==> src/sv/dsm_pkg.sv <==
`timescale 1ns / 1ps
`default_nettype none

package dsm_pkg;

    typedef enum logic [1:0] {
        OP_CLEAR   = 2'd0,
        OP_APPEND  = 2'd1,
        OP_SUBJECT = 2'd2,
        OP_REPORT  = 2'd3
    } op_t;

    localparam logic [7:0] CHAR_DOT  = 8'h2E;
    localparam logic [7:0] CHAR_STAR = 8'h2A;

    // decoded command handed from front to back
    typedef struct packed {
        op_t        op;
        logic       is_star;
        logic       is_any;
        logic [7:0] ch;
    } cmd_t;

    typedef struct packed {
        logic matched;
        logic too_long;
    } res_t;

endpackage

`default_nettype wire

==> src/sv/dot_star_pattern_matcher.sv <==
// Whole-string matcher for patterns of literal bytes, '.' and '*'.
// Input channel: a transaction is taken when push is high and full is low.
//   req_type 0 clears the job, 1 appends a pattern byte, 2 feeds a subject
//   byte, 3 requests a report; char_in carries the byte for types 1 and 2.
// Result channel: a report sits on matched/too_long while empty is low and
//   leaves on a clock edge with pop high and empty low.
// Path: a report transaction is registered in the command queue, then executed
//   into the result queue, from which it reaches the result ports.
// Throughput: one transaction per cycle while full is low. The back end executes
//   each command combinationally; the subject step is a bit-parallel NFA update
//   followed by a ripple through up to MAX_ELEMENTS starred elements.
// Stalls: when the result queue fills, reports wait in the two-entry command
//   queue; full rises once that queue is full too. Non-report transactions
//   keep flowing as long as no report is stuck at the head.
// Reset: clears both queues, empties the pattern, and leaves only position
//   zero active, the same as a clear transaction. No clearing pass is needed.
// A pattern needing more than MAX_ELEMENTS elements sets too_long; later
//   pattern bytes of that job are dropped and matched reads 0.
`timescale 1ns / 1ps
`default_nettype none

module dot_star_pattern_matcher #(
    parameter int MAX_ELEMENTS = 16
) (
    input  wire logic       clk,
    input  wire logic       rst_n,
    input  wire logic       push,
    output logic            full,
    input  wire logic [1:0] req_type,
    input  wire logic [7:0] char_in,
    output logic            empty,
    input  wire logic       pop,
    output logic            matched,
    output logic            too_long
);

    logic          cmd_valid;
    logic          cmd_ready;
    dsm_pkg::cmd_t cmd;

    // front: decode and queue incoming transactions
    dsm_front u_front (
        .clk       (clk),
        .rst_n     (rst_n),
        .push      (push),
        .full      (full),
        .req_type  (req_type),
        .char_in   (char_in),
        .cmd_valid (cmd_valid),
        .cmd_ready (cmd_ready),
        .cmd       (cmd)
    );

    // back: pattern store, NFA state and report queue
    dsm_back #(
        .MAX_ELEMENTS(MAX_ELEMENTS)
    ) u_back (
        .clk       (clk),
        .rst_n     (rst_n),
        .cmd_valid (cmd_valid),
        .cmd_ready (cmd_ready),
        .cmd       (cmd),
        .empty     (empty),
        .pop       (pop),
        .matched   (matched),
        .too_long  (too_long)
    );

endmodule

`default_nettype wire

==> src/sv/dsm_fifo.sv <==
`timescale 1ns / 1ps
`default_nettype none

// two-entry queue, push and pop may complete in the same cycle
module dsm_fifo #(
    parameter int WIDTH = 8
) (
    input  wire logic             clk,
    input  wire logic             rst_n,
    input  wire logic             push,
    output logic                  full,
    input  wire logic [WIDTH-1:0] wdata,
    input  wire logic             pop,
    output logic                  empty,
    output logic [WIDTH-1:0]      rdata
);

    logic [WIDTH-1:0] mem_reg [2];
    logic [1:0]       cnt_reg, cnt_next;
    logic             wr_ptr_reg, wr_ptr_next;
    logic             rd_ptr_reg, rd_ptr_next;
    logic             do_push, do_pop;

    assign full    = (cnt_reg == 2'd2);
    assign empty   = (cnt_reg == 2'd0);
    assign do_push = push && !full;
    assign do_pop  = pop && !empty;
    assign rdata   = mem_reg[rd_ptr_reg];

    always_comb
    begin
        wr_ptr_next = do_push ? !wr_ptr_reg : wr_ptr_reg;
        rd_ptr_next = do_pop ? !rd_ptr_reg : rd_ptr_reg;
        cnt_next    = cnt_reg;
        if (do_push && !do_pop)
        begin
            cnt_next = cnt_reg + 2'd1;
        end
        else if (do_pop && !do_push)
        begin
            cnt_next = cnt_reg - 2'd1;
        end
    end

    always_ff @(posedge clk or negedge rst_n)
    begin
        if (!rst_n)
        begin
            cnt_reg    <= 2'd0;
            wr_ptr_reg <= 1'b0;
            rd_ptr_reg <= 1'b0;
        end
        else
        begin
            cnt_reg    <= cnt_next;
            wr_ptr_reg <= wr_ptr_next;
            rd_ptr_reg <= rd_ptr_next;
        end
    end

    always_ff @(posedge clk)
    begin
        if (do_push)
        begin
            mem_reg[wr_ptr_reg] <= wdata;
        end
    end

endmodule

`default_nettype wire

==> src/sv/dsm_front.sv <==
`timescale 1ns / 1ps
`default_nettype none

// decodes request transactions and queues them for the back end
module dsm_front (
    input  wire logic        clk,
    input  wire logic        rst_n,
    input  wire logic        push,
    output logic             full,
    input  wire logic [1:0]  req_type,
    input  wire logic [7:0]  char_in,
    output logic             cmd_valid,
    input  wire logic        cmd_ready,
    output dsm_pkg::cmd_t    cmd
);

    dsm_pkg::cmd_t                 dec;
    logic [$bits(dsm_pkg::cmd_t)-1:0] q_rdata;
    logic                          q_empty;

    always_comb
    begin
        dec.op      = dsm_pkg::op_t'(req_type);
        dec.is_star = (char_in == dsm_pkg::CHAR_STAR);
        dec.is_any  = (char_in == dsm_pkg::CHAR_DOT);
        dec.ch      = char_in;
    end

    dsm_fifo #(
        .WIDTH($bits(dsm_pkg::cmd_t))
    ) u_cmd_q (
        .clk   (clk),
        .rst_n (rst_n),
        .push  (push),
        .full  (full),
        .wdata (dec),
        .pop   (cmd_ready),
        .empty (q_empty),
        .rdata (q_rdata)
    );

    assign cmd_valid = !q_empty;
    assign cmd       = dsm_pkg::cmd_t'(q_rdata);

endmodule

`default_nettype wire

==> src/sv/dsm_back.sv <==
`timescale 1ns / 1ps
`default_nettype none

// element store, NFA position vector and result queue
module dsm_back #(
    parameter int MAX_ELEMENTS = 16
) (
    input  wire logic          clk,
    input  wire logic          rst_n,
    input  wire logic          cmd_valid,
    output logic               cmd_ready,
    input  wire dsm_pkg::cmd_t cmd,
    output logic               empty,
    input  wire logic          pop,
    output logic               matched,
    output logic               too_long
);

    localparam int CNT_W = $clog2(MAX_ELEMENTS + 1);
    localparam int IDX_W = (MAX_ELEMENTS > 1) ? $clog2(MAX_ELEMENTS) : 1;
    localparam logic [CNT_W-1:0] MAX_CNT = CNT_W'(MAX_ELEMENTS);

    logic [7:0] elem_byte_reg [MAX_ELEMENTS];
    logic       elem_any_reg  [MAX_ELEMENTS];
    logic       elem_star_reg [MAX_ELEMENTS];

    logic [CNT_W-1:0]      count_reg, count_next;
    logic                  star_ok_reg, star_ok_next;
    logic                  ovf_reg, ovf_next;
    // kept closed over starred elements at all times
    logic [MAX_ELEMENTS:0] active_reg, active_next;

    logic                  elem_wr_en;
    logic                  star_set_en;
    logic [CNT_W-1:0]      last_cnt;
    logic [IDX_W-1:0]      wr_idx, last_idx;
    logic [MAX_ELEMENTS:0] step_vec;

    logic                  res_full;
    logic                  exec;
    dsm_pkg::res_t         res_in;
    logic [$bits(dsm_pkg::res_t)-1:0] res_out;
    dsm_pkg::res_t         res_head;

    assign cmd_ready = !(cmd.op == dsm_pkg::OP_REPORT && res_full);
    assign exec      = cmd_valid && cmd_ready;
    assign last_cnt  = count_reg - CNT_W'(1);
    assign wr_idx    = count_reg[IDX_W-1:0];
    assign last_idx  = last_cnt[IDX_W-1:0];

    // one subject byte: advance, then ripple through starred elements
    always_comb
    begin
        step_vec = '0;
        for (int i = 0; i < MAX_ELEMENTS; i++)
        begin
            if (active_reg[i] && (CNT_W'(i) < count_reg)
                && (elem_any_reg[i] || elem_byte_reg[i] == cmd.ch))
            begin
                if (elem_star_reg[i])
                begin
                    step_vec[i] = 1'b1;
                end
                else
                begin
                    step_vec[i+1] = 1'b1;
                end
            end
        end
        for (int i = 0; i < MAX_ELEMENTS; i++)
        begin
            if (step_vec[i] && elem_star_reg[i] && (CNT_W'(i) < count_reg))
            begin
                step_vec[i+1] = 1'b1;
            end
        end
    end

    always_comb
    begin
        count_next   = count_reg;
        star_ok_next = star_ok_reg;
        ovf_next     = ovf_reg;
        active_next  = active_reg;
        elem_wr_en   = 1'b0;
        star_set_en  = 1'b0;
        if (exec)
        begin
            unique case (cmd.op)
                dsm_pkg::OP_CLEAR:
                begin
                    count_next   = '0;
                    star_ok_next = 1'b0;
                    ovf_next     = 1'b0;
                    active_next  = (MAX_ELEMENTS + 1)'(1);
                end
                dsm_pkg::OP_APPEND:
                begin
                    if (!ovf_reg)
                    begin
                        if (cmd.is_star && star_ok_reg && count_reg != '0)
                        begin
                            star_set_en  = 1'b1;
                            star_ok_next = 1'b0;
                            if (active_reg[last_cnt])
                            begin
                                active_next[count_reg] = 1'b1;
                            end
                        end
                        else if (count_reg >= MAX_CNT)
                        begin
                            ovf_next = 1'b1;
                        end
                        else
                        begin
                            elem_wr_en   = 1'b1;
                            count_next   = count_reg + CNT_W'(1);
                            star_ok_next = 1'b1;
                        end
                    end
                end
                dsm_pkg::OP_SUBJECT:
                begin
                    active_next = step_vec;
                end
                dsm_pkg::OP_REPORT:
                begin
                end
                default:
                begin
                end
            endcase
        end
    end

    always_ff @(posedge clk or negedge rst_n)
    begin
        if (!rst_n)
        begin
            count_reg   <= '0;
            star_ok_reg <= 1'b0;
            ovf_reg     <= 1'b0;
            active_reg  <= (MAX_ELEMENTS + 1)'(1);
        end
        else
        begin
            count_reg   <= count_next;
            star_ok_reg <= star_ok_next;
            ovf_reg     <= ovf_next;
            active_reg  <= active_next;
        end
    end

    always_ff @(posedge clk)
    begin
        if (elem_wr_en)
        begin
            elem_byte_reg[wr_idx] <= cmd.ch;
            elem_any_reg[wr_idx]  <= cmd.is_any;
            elem_star_reg[wr_idx] <= 1'b0;
        end
        if (star_set_en)
        begin
            elem_star_reg[last_idx] <= 1'b1;
        end
    end

    always_comb
    begin
        res_in.matched  = !ovf_reg && active_reg[count_reg];
        res_in.too_long = ovf_reg;
    end

    dsm_fifo #(
        .WIDTH($bits(dsm_pkg::res_t))
    ) u_res_q (
        .clk   (clk),
        .rst_n (rst_n),
        .push  (exec && cmd.op == dsm_pkg::OP_REPORT),
        .full  (res_full),
        .wdata (res_in),
        .pop   (pop),
        .empty (empty),
        .rdata (res_out)
    );

    assign res_head = dsm_pkg::res_t'(res_out);
    assign matched  = res_head.matched;
    assign too_long = res_head.too_long;

endmodule

`default_nettype wire

==> config.mk <==
export PLATFORM = sky130hd
export DESIGN_NAME = dot_star_pattern_matcher
export DESIGN_NICKNAME = d
export VERILOG_FILES = /design/src/sv/dsm_pkg.sv /design/src/sv/dot_star_pattern_matcher.sv /design/src/sv/dsm_fifo.sv /design/src/sv/dsm_front.sv /design/src/sv/dsm_back.sv
export SDC_FILE = /design/constraint.sdc
export NUM_CORES = 1
export LEC_CHECK = 0
export BUFFER_PORTS_ARGS = -buffer_cell sky130_fd_sc_hd__buf_2
export CORE_MARGIN = 2
export CORE_UTILIZATION = 45
export DETAILED_ROUTE_END_ITERATION = 16
export PLACE_DENSITY_LB_ADDON = 0.15
export SLEW_MARGIN = 20
export SYNTH_ARGS = -nofsm -noshare
export SYNTH_HDL_FRONTEND = slang
export SYNTH_SLANG_ARGS = --single-unit
==> constraint.sdc <==
create_clock -name clk -period 5.45 [get_ports clk]
set_input_delay 0.545 -clock clk [delete_from_list [all_inputs] [get_ports clk]]
set_output_delay 0.545 -clock clk [all_outputs]
set_load 0.02 [all_outputs]
; Word level (Yosys, flattened, before mapping)
; Memory sizes are Yosys's and may differ from the RTL's.
; Cells that the tools add are included.
[word_totals]
word_cells = 302
mem_bits_rw = 188
output_inout_bits = 4
in_bits = 14
ff_bits = 32
n_memories = 5
[mem_list]
columns = memory, depth, width, rd, rd_clocked_by_memory_dff, write_ports, line
row1 = u_back.elem_byte_reg, 16, 8, 16, 0, 1, dsm_back.sv:23  ; logic [7:0] elem_byte_reg [MAX_ELEMENTS];
row2 = u_front.u_cmd_q.mem_reg, 2, 12, 1, 0, 1, dsm_fifo.sv:18  ; logic [WIDTH-1:0] mem_reg [2];
row3 = u_back.elem_any_reg, 16, 1, 16, 0, 1, dsm_back.sv:24  ; logic elem_any_reg [MAX_ELEMENTS];
row4 = u_back.elem_star_reg, 16, 1, 16, 0, 1, dsm_back.sv:25  ; logic elem_star_reg [MAX_ELEMENTS];
row5 = u_back.u_res_q.mem_reg, 2, 2, 1, 0, 1, dsm_fifo.sv:18
[classes]
n_bitwise = 1
order_cmp = 20
add_sub_neg = 6
n_reduce_logical = 121
mux = 110
n_eq_ne = 29
[ops]
columns = cell, count
row1 = $eq A8 B8 Y1, 16
row2 = $logic_and A1 B1 Y1, 78
row3 = $mux W1, 76
row4 = $mux W17, 3
row5 = $pmux W17 S3, 1
row6 = $lt A4 B5 Y1 const A, 8
row7 = $mux W2, 20
row8 = $lt A3 B5 Y1 const A, 4
row9 = $or A17 B17 Y17, 1
row10 = $eq A8 B6 Y1 const B, 2
row11 = $logic_or A1 B1 Y1, 16
row12 = $mux W5, 3
row13 = $logic_not A1 Y1, 14
row14 = $lt A5 B6 Y1 const B, 2
row15 = $bmux W1 S5, 2
row16 = $lt A1 B5 Y1 const A, 2
row17 = $lt A2 B5 Y1 const A, 2
row18 = $pmux W5 S2, 1
row19 = $reduce_and A5 Y1, 2
row20 = $eq A2 B2 Y1 const B, 4
row21 = $logic_not A2 Y1, 3
row22 = $ne A2 B2 Y1 const B, 3
row23 = $reduce_bool A2 Y1, 3
row24 = $add A5 B1 Y5 const B, 1
row25 = other kinds (16), 20

; Longest topological paths before layout
; An unclocked memory read counts as a cell.
[logic_depth]
ltp_word = 54
mapped_depth = 16
mapped_depth_nobuf = 12

; By module
; From an unflattened synthesis, not the netlist that was laid out.
[hier_totals]
hier_cells = 846
hier_area_um2 = 10787.8
[modules_own_cells]
columns = module, cells_per_inst, n_inst, area_per_inst_um2, seq_area_each_um2
row1 = dsm_back, 759, 1, 9301.4, 5406.4
row2 = dsm_fifo (u_front.u_cmd_q), 56, 1, 1099.8, 820.8
row3 = dsm_fifo (u_back.u_res_q), 25, 1, 339.1, 220.2
row4 = dsm_front, 6, 1, 47.5, 0.0

; Least setup slack after synthesis
; OpenSTA, ideal clock, no wires.
[synth_path]
path_kind = reg2reg
startpoint = register u_back.count_reg[0]
endpoint = register u_back.active_reg[14]
path_stages_with_launch = 17
period_less_slack_ps = 4017
n_path_buf = 4
t_arrival_ps = 3886
setup_ps = 130
required_time_ps = 5320
slack_ps = 1433
cell_sequence = dfrtp_1 > clkbuf_1 > buf_2 > clkbuf_1 > inv_1 > ha_1 > clkbuf_1 > mux4_2 > o21ai_0 > a21oi_1 > o311ai_0 > a21oi_1 > o21ai_1 > inv_1 > and3_1 > o21ai_0 > o21ai_1
[synth_via]
elab_chain_cells = 47
word_cells_on_any_way = 134
cone_classes = add/sub: 1 / order compare: 17 / eq/ne: 2 / mux: 51 / bitwise: 1 / reduce/logical: 62
[synth_rtl]
columns = item, line
row1 = "start, declared", dsm_back.sv:27  ; logic [CNT_W-1:0] count_reg, count_next;
row2 = "start signal, assigned", dsm_back.sv:147  ; count_reg <= count_next;
row3 = $lt A1 B5 Y1, "dsm_back.sv:57, dsm_back.sv:72"
row4 = $logic_and A1 B1 Y1, dsm_back.sv:57  ; if (active_reg[i] && (CNT_W'(i) < count_reg)
row5 = $logic_and A1 B1 Y1, dsm_back.sv:58  ; && (elem_any_reg[i] || elem_byte_reg[i] == cmd.ch))
row6 = $mux W2, dsm_back.sv:57
row7 = $mux W1 or $logic_and A1 B1 Y1 (tied branches), "dsm_back.sv:60, dsm_back.sv:72"
row8 = $mux W2 or $logic_and A1 B1 Y1 (tied branches), "dsm_back.sv:57, dsm_back.sv:72"
row9 = $mux W1, dsm_back.sv:72  ; if (step_vec[i] && elem_star_reg[i] && (CNT_W'(i) < count_reg))
row10 = $logic_and A1 B1 Y1 (2 in a row), dsm_back.sv:72
row11 = (+27 left out), n/a
row12 = $mux W1, dsm_back.sv:72
row13 = $logic_and A1 B1 Y1 (2 in a row), dsm_back.sv:72
row14 = $mux W1, dsm_back.sv:72
row15 = $logic_and A1 B1 Y1 (2 in a row), dsm_back.sv:72
row16 = $mux W1, dsm_back.sv:72
row17 = $logic_and A1 B1 Y1 (2 in a row), dsm_back.sv:72
row18 = $mux W1, dsm_back.sv:72
row19 = $pmux W17 S3, dsm_back.sv:89  ; unique case (cmd.op)
row20 = "end signal, assigned", dsm_back.sv:143  ; active_reg <= (MAX_ELEMENTS + 1)'(1);
row21 = "end signal, assigned", dsm_back.sv:150  ; active_reg <= active_next;
row22 = "end, declared", dsm_back.sv:31  ; logic [MAX_ELEMENTS:0] active_reg, active_next;
; Several ways; a longest one is shown, not always the timed one. The select of a mux whose other input is x is not followed.
; A chain may end at the register's enable or synchronous reset.

; Worst setup path after layout
; Ends and elaborated chain as after synthesis.

==> impl_metrics.toml <==
[worst_hold_path]
hold_path.class = "in -> async"

[finish]
nNetsFinal = 903
drive_above_1_share_pct = 11.6
syn2layout_area_growth_pct = 11.5
largest_reg_flops = 128
antennaDiodeCount = 0
fillCellCount = 2032
final_core_util_pct = 50.8

[route]
drcViolationCount = 0
wl_um = 27700
ant_nets = 0
drt_iter0_markers = 679
post_drt_wl_per_cell_um = 22.8
vias = 6979
detail_route.first_pass.iterations = 7
vias_per_cell = 5.74

[synthesis]
synthMostInstantiatedCell = "edfxtp_1"
synth_enable_flop_cells = 188
synth_area_mm2 = 0.0106
ys_seq_area_share_pct = 60.6
synthDistinctLibCells = 63
syn_inst = 846
synthTopCellsByCount = "edfxtp_1 (188), xnor2_1 (134), nor2_1 (89), nand2_1 (58), a21oi_1 (49)"
synth_warnings = 0
ys.flop_type = "edfxtp_1"
mappedNetlistNets = 871
synth_area_leader_cell = "edfxtp_1"
synth_seq_cells = 220
syn_avg_cell_area_um2 = 12.6
synthTopCellsByArea = "edfxtp_1 (53%), xnor2_1 (11%), dfrtp_1 (7.3%), nor2_1 (3.1%), a21oi_1 (2.3%)"
synth_top_area_share_pct = 53.1
synthArstFlopShare_pct = 14.5

[cts]
cts_hold_buffers = 0
root_buffer = "clkbuf_16"
cts_resized = 0
cts_tree = "done"
clkTransAtPathRegs_ps = 60
htreeDepth = 1
insertion_delay_ps = 550
clkSinkCount = 220
cts-buffers-inserted = 24
post_cts_buffers = 0
clockBufferDepth = 3

[pwr]
leakage_nw = 3.90
power_mw = 5.75
powerDensity_mw_per_mm2 = 485
ir_drop_mv = 0.328

[die]
io_pins = 18
die_w_um = 158
start_util_pct = 45.6
coreArea_mm2 = 0.0233
rows = 56
dieArea_mm2 = 0.0249
die_h_um = 158

[sta]
fin_skew_ps = 19.7
finalSetupViolCount = 0
fin_tns_setup_ps = 0
clock.fmax_mhz = 221
rsz0062_at_grt = "no"
hold_viol = 0
period_share_pct = 82.9
slew_headroom_pct = 27.2
worst-slew-pin-transition_ps = 1090
setup_slack_ps = 934
whs_ps = 84.1
fin_crit_ps = 4520
maxSlewViolCount = 0

[run]
cap_violations = 0

[global_routing]
grt_pass1_vias = 7046
antenna_found_initial = 0
grtUsageTotal_pct = 23.0
gr-total-overflow = 0
grt_max_degree = 33
grt_pass1_wl_um = 42400

[run_status]
status = "completed"

[worst_setup_path]
crit_fanout = 28
startpoint_type = "flip-flop"
critPathKind = "reg -> reg"
required_ps = 5900
crit_path_end_kind = "flip-flop"
arrival_ps = 4970

[place]
dp_slack_ps = 1010
portBuffers = 17
gp_congestion = 0.956
hpwl_um = 19400
==> logic make-up (layout without fill, tap and decap cells) <==
logic type               Yosys count  after routing  share of synthesized area, %
adder cells (fa/ha/maj)           11             11                          1.29
buffers and inverters             61            111                          2.71
flip-flops                       220            220                          60.6
multiplexers                      25             25                          4.41
AO/OA/AOI/OAI                    151            151                          8.91
XOR/XNOR                         138            138                          11.4
AND/OR/NAND/NOR                  240            240                          10.7
==> layout by cell type, fill, tap and decap left out, types with 3 or more instances in the layout <==
cell type,n
a22o_1,3
or2_2,3
mux2i_4,8
clkinv_1,9
mux2i_1,3
clkinv_2,6
ha_1,11
nor2_1,88
nand3_1,11
a21oi_1,49
and3_1,3
nor4_1,38
o21ai_0,33
edfxtp_1,188
buf_2,17
o21ai_1,4
nor3_1,11
mux2_2,5
inv_1,30
dfrtp_1,31
clkbuf_16,25
nor3b_1,5
xor2_1,4
mux4_2,9
xnor2_1,134
a21o_1,3
o22a_1,3
o31ai_1,4
nand2_1,58
nor2b_1,5
buf_4,16
nand2b_1,3
a31oi_1,13
o22ai_1,10
==> through the flow <==
| step | instance area [um2] | std cells |
|---|---|---|
| after floorplan | 10600 | 846 |
| after global placement | 11100 | 1171 |
| after detailed placement | 11100 | 1171 |
| after CTS | 11900 | 1215 |
| after global routing | 11900 | 1215 |
| final | 11900 | 1215 |
==> worst paths after layout <==
| kind | start | endpoint | slack [ps] | cells past startpoint |
|---|---|---|---|---|
| min reg2reg | u_back.star_ok_reg$_DFFE_PN0P_ | u_back.star_ok_reg$_DFFE_PN0P_ | 480 | 2 |
| min in group clk | char_in[3] | u_front.u_cmd_q.mem_reg[1][3]$_DFFE_PP_ | 200 | 1 |
| max in group asynchronous | rst_n | u_back.active_reg[13]$_DFFE_PN0P_ | 4870 | 1 |
| max reg2reg | u_back.count_reg[0]$_DFFE_PN0P_ | u_back.active_reg[14]$_DFFE_PN0P_ | 930 | 13 |
| max | u_back.count_reg[0]$_DFFE_PN0P_ | u_back.active_reg[14]$_DFFE_PN0P_ | 930 | 13 |
| min | rst_n | u_back.u_res_q.rd_ptr_reg$_DFFE_PN0P_ | 80 | 1 |
==> where the power goes <==
part | leakage, nW | internal [mW] | switching, mW
clock | 0.383 | 0.904 | 0.668
combinational | 1.41 | 0.680 | 1.22
sequential | 2.10 | 2.12 | 0.149
==> critical path: stages (launching register included) <==
cell      delay, ps
dfrtp_1        1060
inv_1           330
ha_1            660
mux4_2          570
o21ai_0         160
a21oi_1         110
o311ai_0        310
a21oi_1         120
o21ai_1         140
buf_4           240
inv_1           120
o21ai_1         310
o21ai_0         170
o21ai_1         100
==> per-layer routing <==
layer	vias to the layer above	track usage, %	share of wire (%)	routed length, um
li1	3173	-	-	-
met1	3440	30.1	42	11700
met3	71	3.86	6.5	1810
met4	0	7.92	3.8	1040
met2	295	38.7	48	13200
met5	-	0	0	0
==> cell type report <==
cell class / count / area (um2) / area share, %
Clock buffer: 28 / 647 / 5.45
Clock inverter: 16 / 134 / 1.13
Inverter: 34 / 128 / 1.08
Multi-Input combinational cell: 565 / 3900 / 32.9
Sequential cell: 220 / 6450 / 54.4
Tap cell: 319 / 399 / 3.37
Timing Repair Buffer: 33 / 205 / 1.73
Power figures use the tool's default switching activity.
